[src/rtl/core/argbpt_pkg.sv]
// Shared types, constants and arithmetic helpers for the ARGB polyphase
// tap accumulator. No dependencies; used by argbpt_lane and the top level.
package argbpt_pkg;

  localparam int NUM_CH      = 4;
  localparam int CH_W        = 16;
  localparam int BYTE_W      = 8;
  localparam int HORIZ_SHIFT = 7;
  localparam int VERT_SHIFT  = 3;
  localparam int PIX_MAX     = 255;

  // pass_select codes
  localparam logic PASS_HORIZ = 1'b0;
  localparam logic PASS_VERT  = 1'b1;

  // Per-lane control, one set per cycle from the tap stage
  typedef struct packed {
    logic advance;  // tap word leaves the tap stage this cycle
    logic last;     // final tap of the output pixel
    logic vert;     // vertical pass in force
  } lane_ctrl_t;

  typedef logic signed [CH_W-1:0] chan_t;

  // Clamp a 17-bit signed sum to the 16-bit signed range
  function automatic chan_t sat16(input logic signed [CH_W:0] s);
    logic signed [CH_W:0] max_v;
    logic signed [CH_W:0] min_v;
    max_v = {2'b00, {(CH_W-1){1'b1}}};
    min_v = {2'b11, {(CH_W-1){1'b0}}};
    if (s > max_v) begin
      sat16 = max_v[CH_W-1:0];
    end else if (s < min_v) begin
      sat16 = min_v[CH_W-1:0];
    end else begin
      sat16 = s[CH_W-1:0];
    end
  endfunction

  // Arithmetic shift right by VERT_SHIFT, then clamp to 0..PIX_MAX
  function automatic chan_t vert_finish(input chan_t s);
    logic signed [CH_W-VERT_SHIFT-1:0] q;
    q = s[CH_W-1:VERT_SHIFT];
    if (q < 0) begin
      vert_finish = '0;
    end else if (q > PIX_MAX) begin
      vert_finish = CH_W'(PIX_MAX);
    end else begin
      vert_finish = CH_W'(q);
    end
  endfunction

endpackage

[src/rtl/core/argb_polyphase_tap_accumulator_top.sv]
// Top level of the ARGB polyphase tap accumulator: tap register, four
// channel lanes and the result register. Depends on argbpt_pkg, argbpt_lane.
//
// Usage:
//   Input channel (in_valid / in_stall): one tap word per accepted cycle,
//   carrying a source pixel, a signed coefficient (16384 = 1.0) and a
//   last-tap mark. The block takes one word every cycle unless in_stall is high.
//   Result channel (out_valid / out_stall): one word per last tap, holding
//   the four channel sums (horizontal pass) or the sums shifted right by 3
//   and clamped to 0..255 (vertical pass).
//   Configuration (cfg_wr_en / cfg_wr_data): pass_select, written while idle.
//   An accepted last tap passes through the tap register, then the result
//   register.
//   Throughput is one tap word per cycle while the input is not stalled, set
//   by the single multiply-accumulate per lane in the tap stage.
//   Reset clears pass_select, the accumulators and both valid flags.
//   While the receiver stalls, the held result stays on the outputs; further
//   non-last taps keep accumulating, and the input stalls only when a new
//   last tap waits behind the held result.
module argb_polyphase_tap_accumulator_top (
  input  logic               clk,
  input  logic               rst_n,
  input  logic               cfg_wr_en,
  input  logic               cfg_wr_data,
  input  logic               in_valid,
  output logic               in_stall,
  input  logic [63:0]        in_tap_pixel,
  input  logic signed [15:0] in_tap_coeff,
  input  logic               in_last_tap,
  output logic               out_valid,
  input  logic               out_stall,
  output logic signed [15:0] out_alpha,
  output logic signed [15:0] out_red,
  output logic signed [15:0] out_green,
  output logic signed [15:0] out_blue
);

  localparam int CW = argbpt_pkg::CH_W;
  localparam int BW = argbpt_pkg::BYTE_W;
  localparam int NC = argbpt_pkg::NUM_CH;

  logic                   pass_sel_r;
  logic                   s1_valid_r, s1_valid_nxt;
  logic [NC*CW-1:0]       s1_pixel_r;
  argbpt_pkg::chan_t      s1_coeff_r;
  logic                   s1_last_r;
  logic                   in_accept;
  logic                   advance;
  argbpt_pkg::lane_ctrl_t ctrl;
  argbpt_pkg::chan_t      chan_val [NC];
  argbpt_pkg::chan_t      lane_res [NC];
  logic                   out_valid_r, out_valid_nxt;
  argbpt_pkg::chan_t      out_data_r [NC];

  // Config register
  always_ff @(posedge clk) begin
    if (!rst_n) begin
      pass_sel_r <= argbpt_pkg::PASS_HORIZ;
    end else if (cfg_wr_en) begin
      pass_sel_r <= cfg_wr_data;
    end
  end

  // Tap stage handshake: a last tap waits only if the result register is held
  assign advance   = s1_valid_r && (!s1_last_r || !out_valid_r || !out_stall);
  assign in_stall  = s1_valid_r && !advance;
  assign in_accept = in_valid && !in_stall;

  always_comb begin
    s1_valid_nxt = s1_valid_r;
    if (in_accept) begin
      s1_valid_nxt = 1'b1;
    end else if (advance) begin
      s1_valid_nxt = 1'b0;
    end
  end

  always_ff @(posedge clk) begin
    if (!rst_n) begin
      s1_valid_r <= 1'b0;
    end else begin
      s1_valid_r <= s1_valid_nxt;
    end
  end

  // Tap word register, payload only
  always_ff @(posedge clk) begin
    if (in_accept) begin
      s1_pixel_r <= in_tap_pixel;
      s1_coeff_r <= in_tap_coeff;
      s1_last_r  <= in_last_tap;
    end
  end

  assign ctrl.advance = advance;
  assign ctrl.last    = s1_last_r;
  assign ctrl.vert    = (pass_sel_r == argbpt_pkg::PASS_VERT);

  // Channel unpack (A,R,G,B order) and lanes
  for (genvar i = 0; i < NC; i++) begin : g_lane
    assign chan_val[i] = ctrl.vert
      ? s1_pixel_r[NC*CW-1-CW*i -: CW]
      : {1'b0, s1_pixel_r[NC*BW-1-BW*i -: BW], {argbpt_pkg::HORIZ_SHIFT{1'b0}}};

    argbpt_lane u_lane (
      .clk      (clk),
      .rst_n    (rst_n),
      .ctrl     (ctrl),
      .chan_val (chan_val[i]),
      .coeff    (s1_coeff_r),
      .result   (lane_res[i])
    );
  end

  // Result register
  always_comb begin
    out_valid_nxt = out_valid_r;
    if (advance && s1_last_r) begin
      out_valid_nxt = 1'b1;
    end else if (!out_stall) begin
      out_valid_nxt = 1'b0;
    end
  end

  always_ff @(posedge clk) begin
    if (!rst_n) begin
      out_valid_r <= 1'b0;
    end else begin
      out_valid_r <= out_valid_nxt;
    end
  end

  always_ff @(posedge clk) begin
    if (advance && s1_last_r) begin
      out_data_r <= lane_res;
    end
  end

  assign out_valid = out_valid_r;
  assign out_alpha = out_data_r[0];
  assign out_red   = out_data_r[1];
  assign out_green = out_data_r[2];
  assign out_blue  = out_data_r[3];

  // Checks
  a_reset_clears: assert property (@(posedge clk) !rst_n |=> !out_valid_r && !s1_valid_r)
    else $error("valid flags not cleared by reset");

  a_stall_cause: assert property (@(posedge clk) disable iff (!rst_n)
    in_stall |-> (s1_valid_r && s1_last_r && out_valid_r && out_stall))
    else $error("input stalled without a held result blocking a last tap");

  a_last_gives_result: assert property (@(posedge clk) disable iff (!rst_n)
    (advance && s1_last_r) |=> out_valid_r)
    else $error("last tap did not load the result register");

  a_result_held: assert property (@(posedge clk) disable iff (!rst_n)
    (out_valid_r && out_stall) |=> (out_valid_r && $stable(out_data_r[0])))
    else $error("held result dropped or overwritten");

  a_tap_held: assert property (@(posedge clk) disable iff (!rst_n)
    (s1_valid_r && !advance) |=> (s1_valid_r && $stable(s1_coeff_r)))
    else $error("tap word lost while waiting");

endmodule

[src/rtl/core/argbpt_lane.sv]
// One color channel lane: 16x16 signed multiply, saturating accumulate,
// vertical-pass finish. Depends on argbpt_pkg.
module argbpt_lane (
  input  logic                  clk,
  input  logic                  rst_n,
  input  argbpt_pkg::lane_ctrl_t ctrl,
  input  argbpt_pkg::chan_t     chan_val,
  input  argbpt_pkg::chan_t     coeff,
  output argbpt_pkg::chan_t     result
);

  logic signed [2*argbpt_pkg::CH_W-1:0] prod;
  argbpt_pkg::chan_t                    prod_hi;
  argbpt_pkg::chan_t                    sum_sat;
  argbpt_pkg::chan_t                    acc_r;
  argbpt_pkg::chan_t                    acc_nxt;

  // High half of the product is floor(prod / 65536)
  assign prod    = chan_val * coeff;
  assign prod_hi = prod[2*argbpt_pkg::CH_W-1:argbpt_pkg::CH_W];

  // Saturating add into the accumulator
  assign sum_sat = argbpt_pkg::sat16(
    {acc_r[argbpt_pkg::CH_W-1], acc_r} + {prod_hi[argbpt_pkg::CH_W-1], prod_hi});

  // Result format follows the pass at the last tap
  assign result = ctrl.vert ? argbpt_pkg::vert_finish(sum_sat) : sum_sat;

  // Accumulator clears after the last tap
  always_comb begin
    acc_nxt = acc_r;
    if (ctrl.advance) begin
      acc_nxt = ctrl.last ? '0 : sum_sat;
    end
  end

  always_ff @(posedge clk) begin
    if (!rst_n) begin
      acc_r <= '0;
    end else begin
      acc_r <= acc_nxt;
    end
  end

endmodule
[config.mk]
export PLATFORM = sky130hd
export DESIGN_NAME = argb_polyphase_tap_accumulator_top
export DESIGN_NICKNAME = d
export VERILOG_FILES = /design/src/rtl/core/argbpt_pkg.sv /design/src/rtl/core/argb_polyphase_tap_accumulator_top.sv /design/src/rtl/core/argbpt_lane.sv
export SDC_FILE = /design/constraint.sdc
export NUM_CORES = 2
export LEC_CHECK = 0
export BUFFER_PORTS_ARGS = -buffer_cell sky130_fd_sc_hd__buf_2
export CORE_ASPECT_RATIO = 0.9
export CORE_UTILIZATION = 62
export CTS_CLUSTER_SIZE = 8
export DETAILED_ROUTE_END_ITERATION = 7
export PLACE_DENSITY = 0.9
export RECOVER_POWER = 25
export SYNTH_ARGS = -nofsm -noshare
export SYNTH_HDL_FRONTEND = slang
export SYNTH_SLANG_ARGS = --single-unit
[constraint.sdc]
create_clock -name clk -period 22.2 [get_ports clk]
set_input_delay 1.11 -clock clk [delete_from_list [all_inputs] [get_ports clk]]
set_output_delay 1.11 -clock clk [all_outputs]
set_load 0.03 [all_outputs]
==> impl_metrics.json <==
{
  "fin_ws_ps": 10490,
  "min_period_over_period": 0.527,
  "ys_seq_elements": 212,
  "grt_usage": 0.328,
  "final_hold_viol_count": 0,
  "synthToLayoutAreaGrowth_pct": 4.57,
  "critPathKind": "reg -> reg",
  "grt_pass1_wl_microns": 211000,
  "coreArea_sq_um": 79500,
  "vias": 37800,
  "cts_root_buf": "clkbuf_16",
  "cts_made_buffers": 34,
  "nFillCells": 5907,
  "yosysTopAreaCell": "fa_1",
  "skew_ps": 41.2,
  "multi_input_area_sq_um": 38600,
  "crit_required_ps": 22600,
  "yosysMostFrequentCell": "inv_1",
  "clock_sinks": 212,
  "crit_cells": 31,
  "ant_nets": 0,
  "finish.utilization": 0.655,
  "dieHeight_microns": 271,
  "antenna_found_initial": 4,
  "grt_pass1_vias": 40200,
  "cts_tree": "built",
  "hold_class": "reg -> reg",
  "synth_edf_count": 145,
  "gp_congestion": 0.933,
  "timing.rr.end": "out_red[7]",
  "cp_max_fo": 111,
  "synthArstFlopShare": 0,
  "clk_pin_slew_ps": 60,
  "synth.top_cell.area_share": 0.421,
  "grt_setup_unrepaired": "no",
  "r2r_start": "pass_sel_r",
  "reg2reg_slack_ps": 10490,
  "port_buffers": 152,
  "worst_pin_slew_ps": 2870,
  "relSlewSlack": -0.912,
  "endpoint": "out_red[7]",
  "setup_viol": 0,
  "fmaxAchievable_mhz": 85.4,
  "die-area_sq_um": 81400,
  "wl_per_cell_microns": 20.1,
  "cp-end-kind": "flop",
  "die_w_microns": 301,
  "overflow": 0,
  "critPathBufInv": 6,
  "status": "finished, violations left",
  "synth_warnings": 0,
  "fin_tns_setup_ps": 0,
  "rows": 98,
  "avgSynthCellArea_sq_um": 9.38,
  "cpMostUsedCell": "fa_1",
  "final_layout_size_suffix_gt1_frac": 0.0559,
  "regArea_sq_um": 5700,
  "clk_latency_ps": 590,
  "synthTopCellsByArea": "fa_1 (42%), ha_1 (9.6%), inv_1 (9.1%), edfxtp_1 (8.7%), nand2_1 (4.1%)",
  "ctsLongestPathBuffers": 3,
  "critPathMaxStageDelay_ps": 980,
  "start_util": 0.626,
  "post-place-ws_ps": 10790,
  "syn-cell-area_sq_um": 49800,
  "cp_slowest_cell": "nor4_1",
  "synth_common_cells": "inv_1 (1208), fa_1 (1048), nand2_1 (545), ha_1 (382), and3_1 (286)",
  "worstRegToRegCells": 31,
  "grt_max_degree": 112,
  "ioPinCount": 153,
  "startpoint": "pass_sel_r",
  "synth_nets": 6821,
  "violations": "max-capacitance violations, max-slew violations",
  "cp.arrival_ps": 12110,
  "h-tree-depth": 2,
  "crit_path_start_kind": "flop",
  "nNetsFinal": 6776,
  "yosysSeqAreaShare": 0.114,
  "antenna_cells": 0,
  "dr.pass1.iters": 8,
  "drv_slew": 80,
  "min_period_ps": 11710,
  "syn-instance-count": 5304,
  "ys_types": 86,
  "drc": 0,
  "critPathTopFamily": "adder cells",
  "cts_hold_buf": 0,
  "place_hpwl_microns": 98200,
  "post_cts_buffers": 0,
  "initialDrtViolationCount": 3795,
  "postRouteWirelength_microns": 127000,
  "drv_cap": 2,
  "synth_ff_type": "edfxtp_1",
  "viasPerCell": 5.98,
  "post_cts_resized": 0
}
==> sequential cells by signal, indices dropped and copies added (netlist names) <==
register             cells
pass_sel_r               1
g_lane.u_lane.acc_r     64
out_alpha               16
out_valid                1
out_green               16
out_red                 16
s1_valid_r               1
s1_coeff_r              16
s1_pixel_r              64
s1_last_r                1
out_blue                16
==> cell type report <==
| type | instances | share of cell area |
|---|---|---|
| timing repair buffer | 180 | 0.0182 |
| tap | 1050 | 0.0252 |
| clock inverter | 7 | 0.00173 |
| sequential | 212 | 0.109 |
| inverter | 1209 | 0.0872 |
| multi-input combinational | 3622 | 0.741 |
| clock buffer | 48 | 0.0174 |
==> tightest hold or removal path, delay by kind of cell, from the launching register on <==
| family | cells | cell delay, ps |
|---|---|---|
| flops | 1 | 310 |
| simple gates | 1 | 50 |
| compound gates | 1 | 50 |
==> kinds of logic after synthesis <==
group | Yosys count | share of synthesized area
compound gates | 541 | 0.0749
xor+xnor | 134 | 0.0236
fa+ha+maj | 1438 | 0.519
buf+inv | 1470 | 0.111
flops | 212 | 0.114
mux | 43 | 0.00955
simple gates | 1466 | 0.147
==> cells in the final DEF, fill, tap and decap left out, types with 86 or more instances in the layout <==
cell      synthesis  final
inv_1          1208   1207
fa_1           1048   1048
nand2_1         545    545
ha_1            382    382
and3_1          286    286
and2_1          262    261
nor2_1          180    180
edfxtp_1        145    145
buf_2             3    140
a21oi_1         131    131
xnor2_1          95     95
o21ai_0          86     86
==> routing by layer <==
metal | track usage | vias up | wire, microns
met2 | 0.506 | 2344 | 57800
met3 | 0.0778 | 360 | 15600
met4 | 0.104 | 6 | 4270
li1 | - | 16300 | -
met5 | 0 | - | 36
met1 | 0.461 | 18800 | 49400
==> how the worst min path moves through the flow <==
stage / end / startpoint / slack, ps / cells past startpoint
floorplan: g_lane[0].u_lane.acc_r[0] / g_lane[0].u_lane.acc_r[0] / 430 / 2
global placement: g_lane[0].u_lane.acc_r[0] / g_lane[0].u_lane.acc_r[0] / 450 / 2
detailed placement: g_lane[0].u_lane.acc_r[2] / g_lane[0].u_lane.acc_r[2] / 460 / 2
CTS: g_lane[0].u_lane.acc_r[2] / g_lane[0].u_lane.acc_r[2] / 460 / 2
global route: g_lane[0].u_lane.acc_r[2] / g_lane[0].u_lane.acc_r[2] / 500 / 2
finish: g_lane[0].u_lane.acc_r[2] / g_lane[0].u_lane.acc_r[2] / 460 / 2
==> per-stage QoR <==
stage	instance area (sq um)	hold slack [ps]	cells
CTS	52100	464	6328
floorplan	49800	432	5304
finish	52100	463	6328
detailed placement	51100	457	6273
global route	52100	497	6328
global placement	51100	449	6273
Power is left out: the tool's default activity adds up to more than one toggle a clock period on the data nets, which glitch-free logic cannot reach.
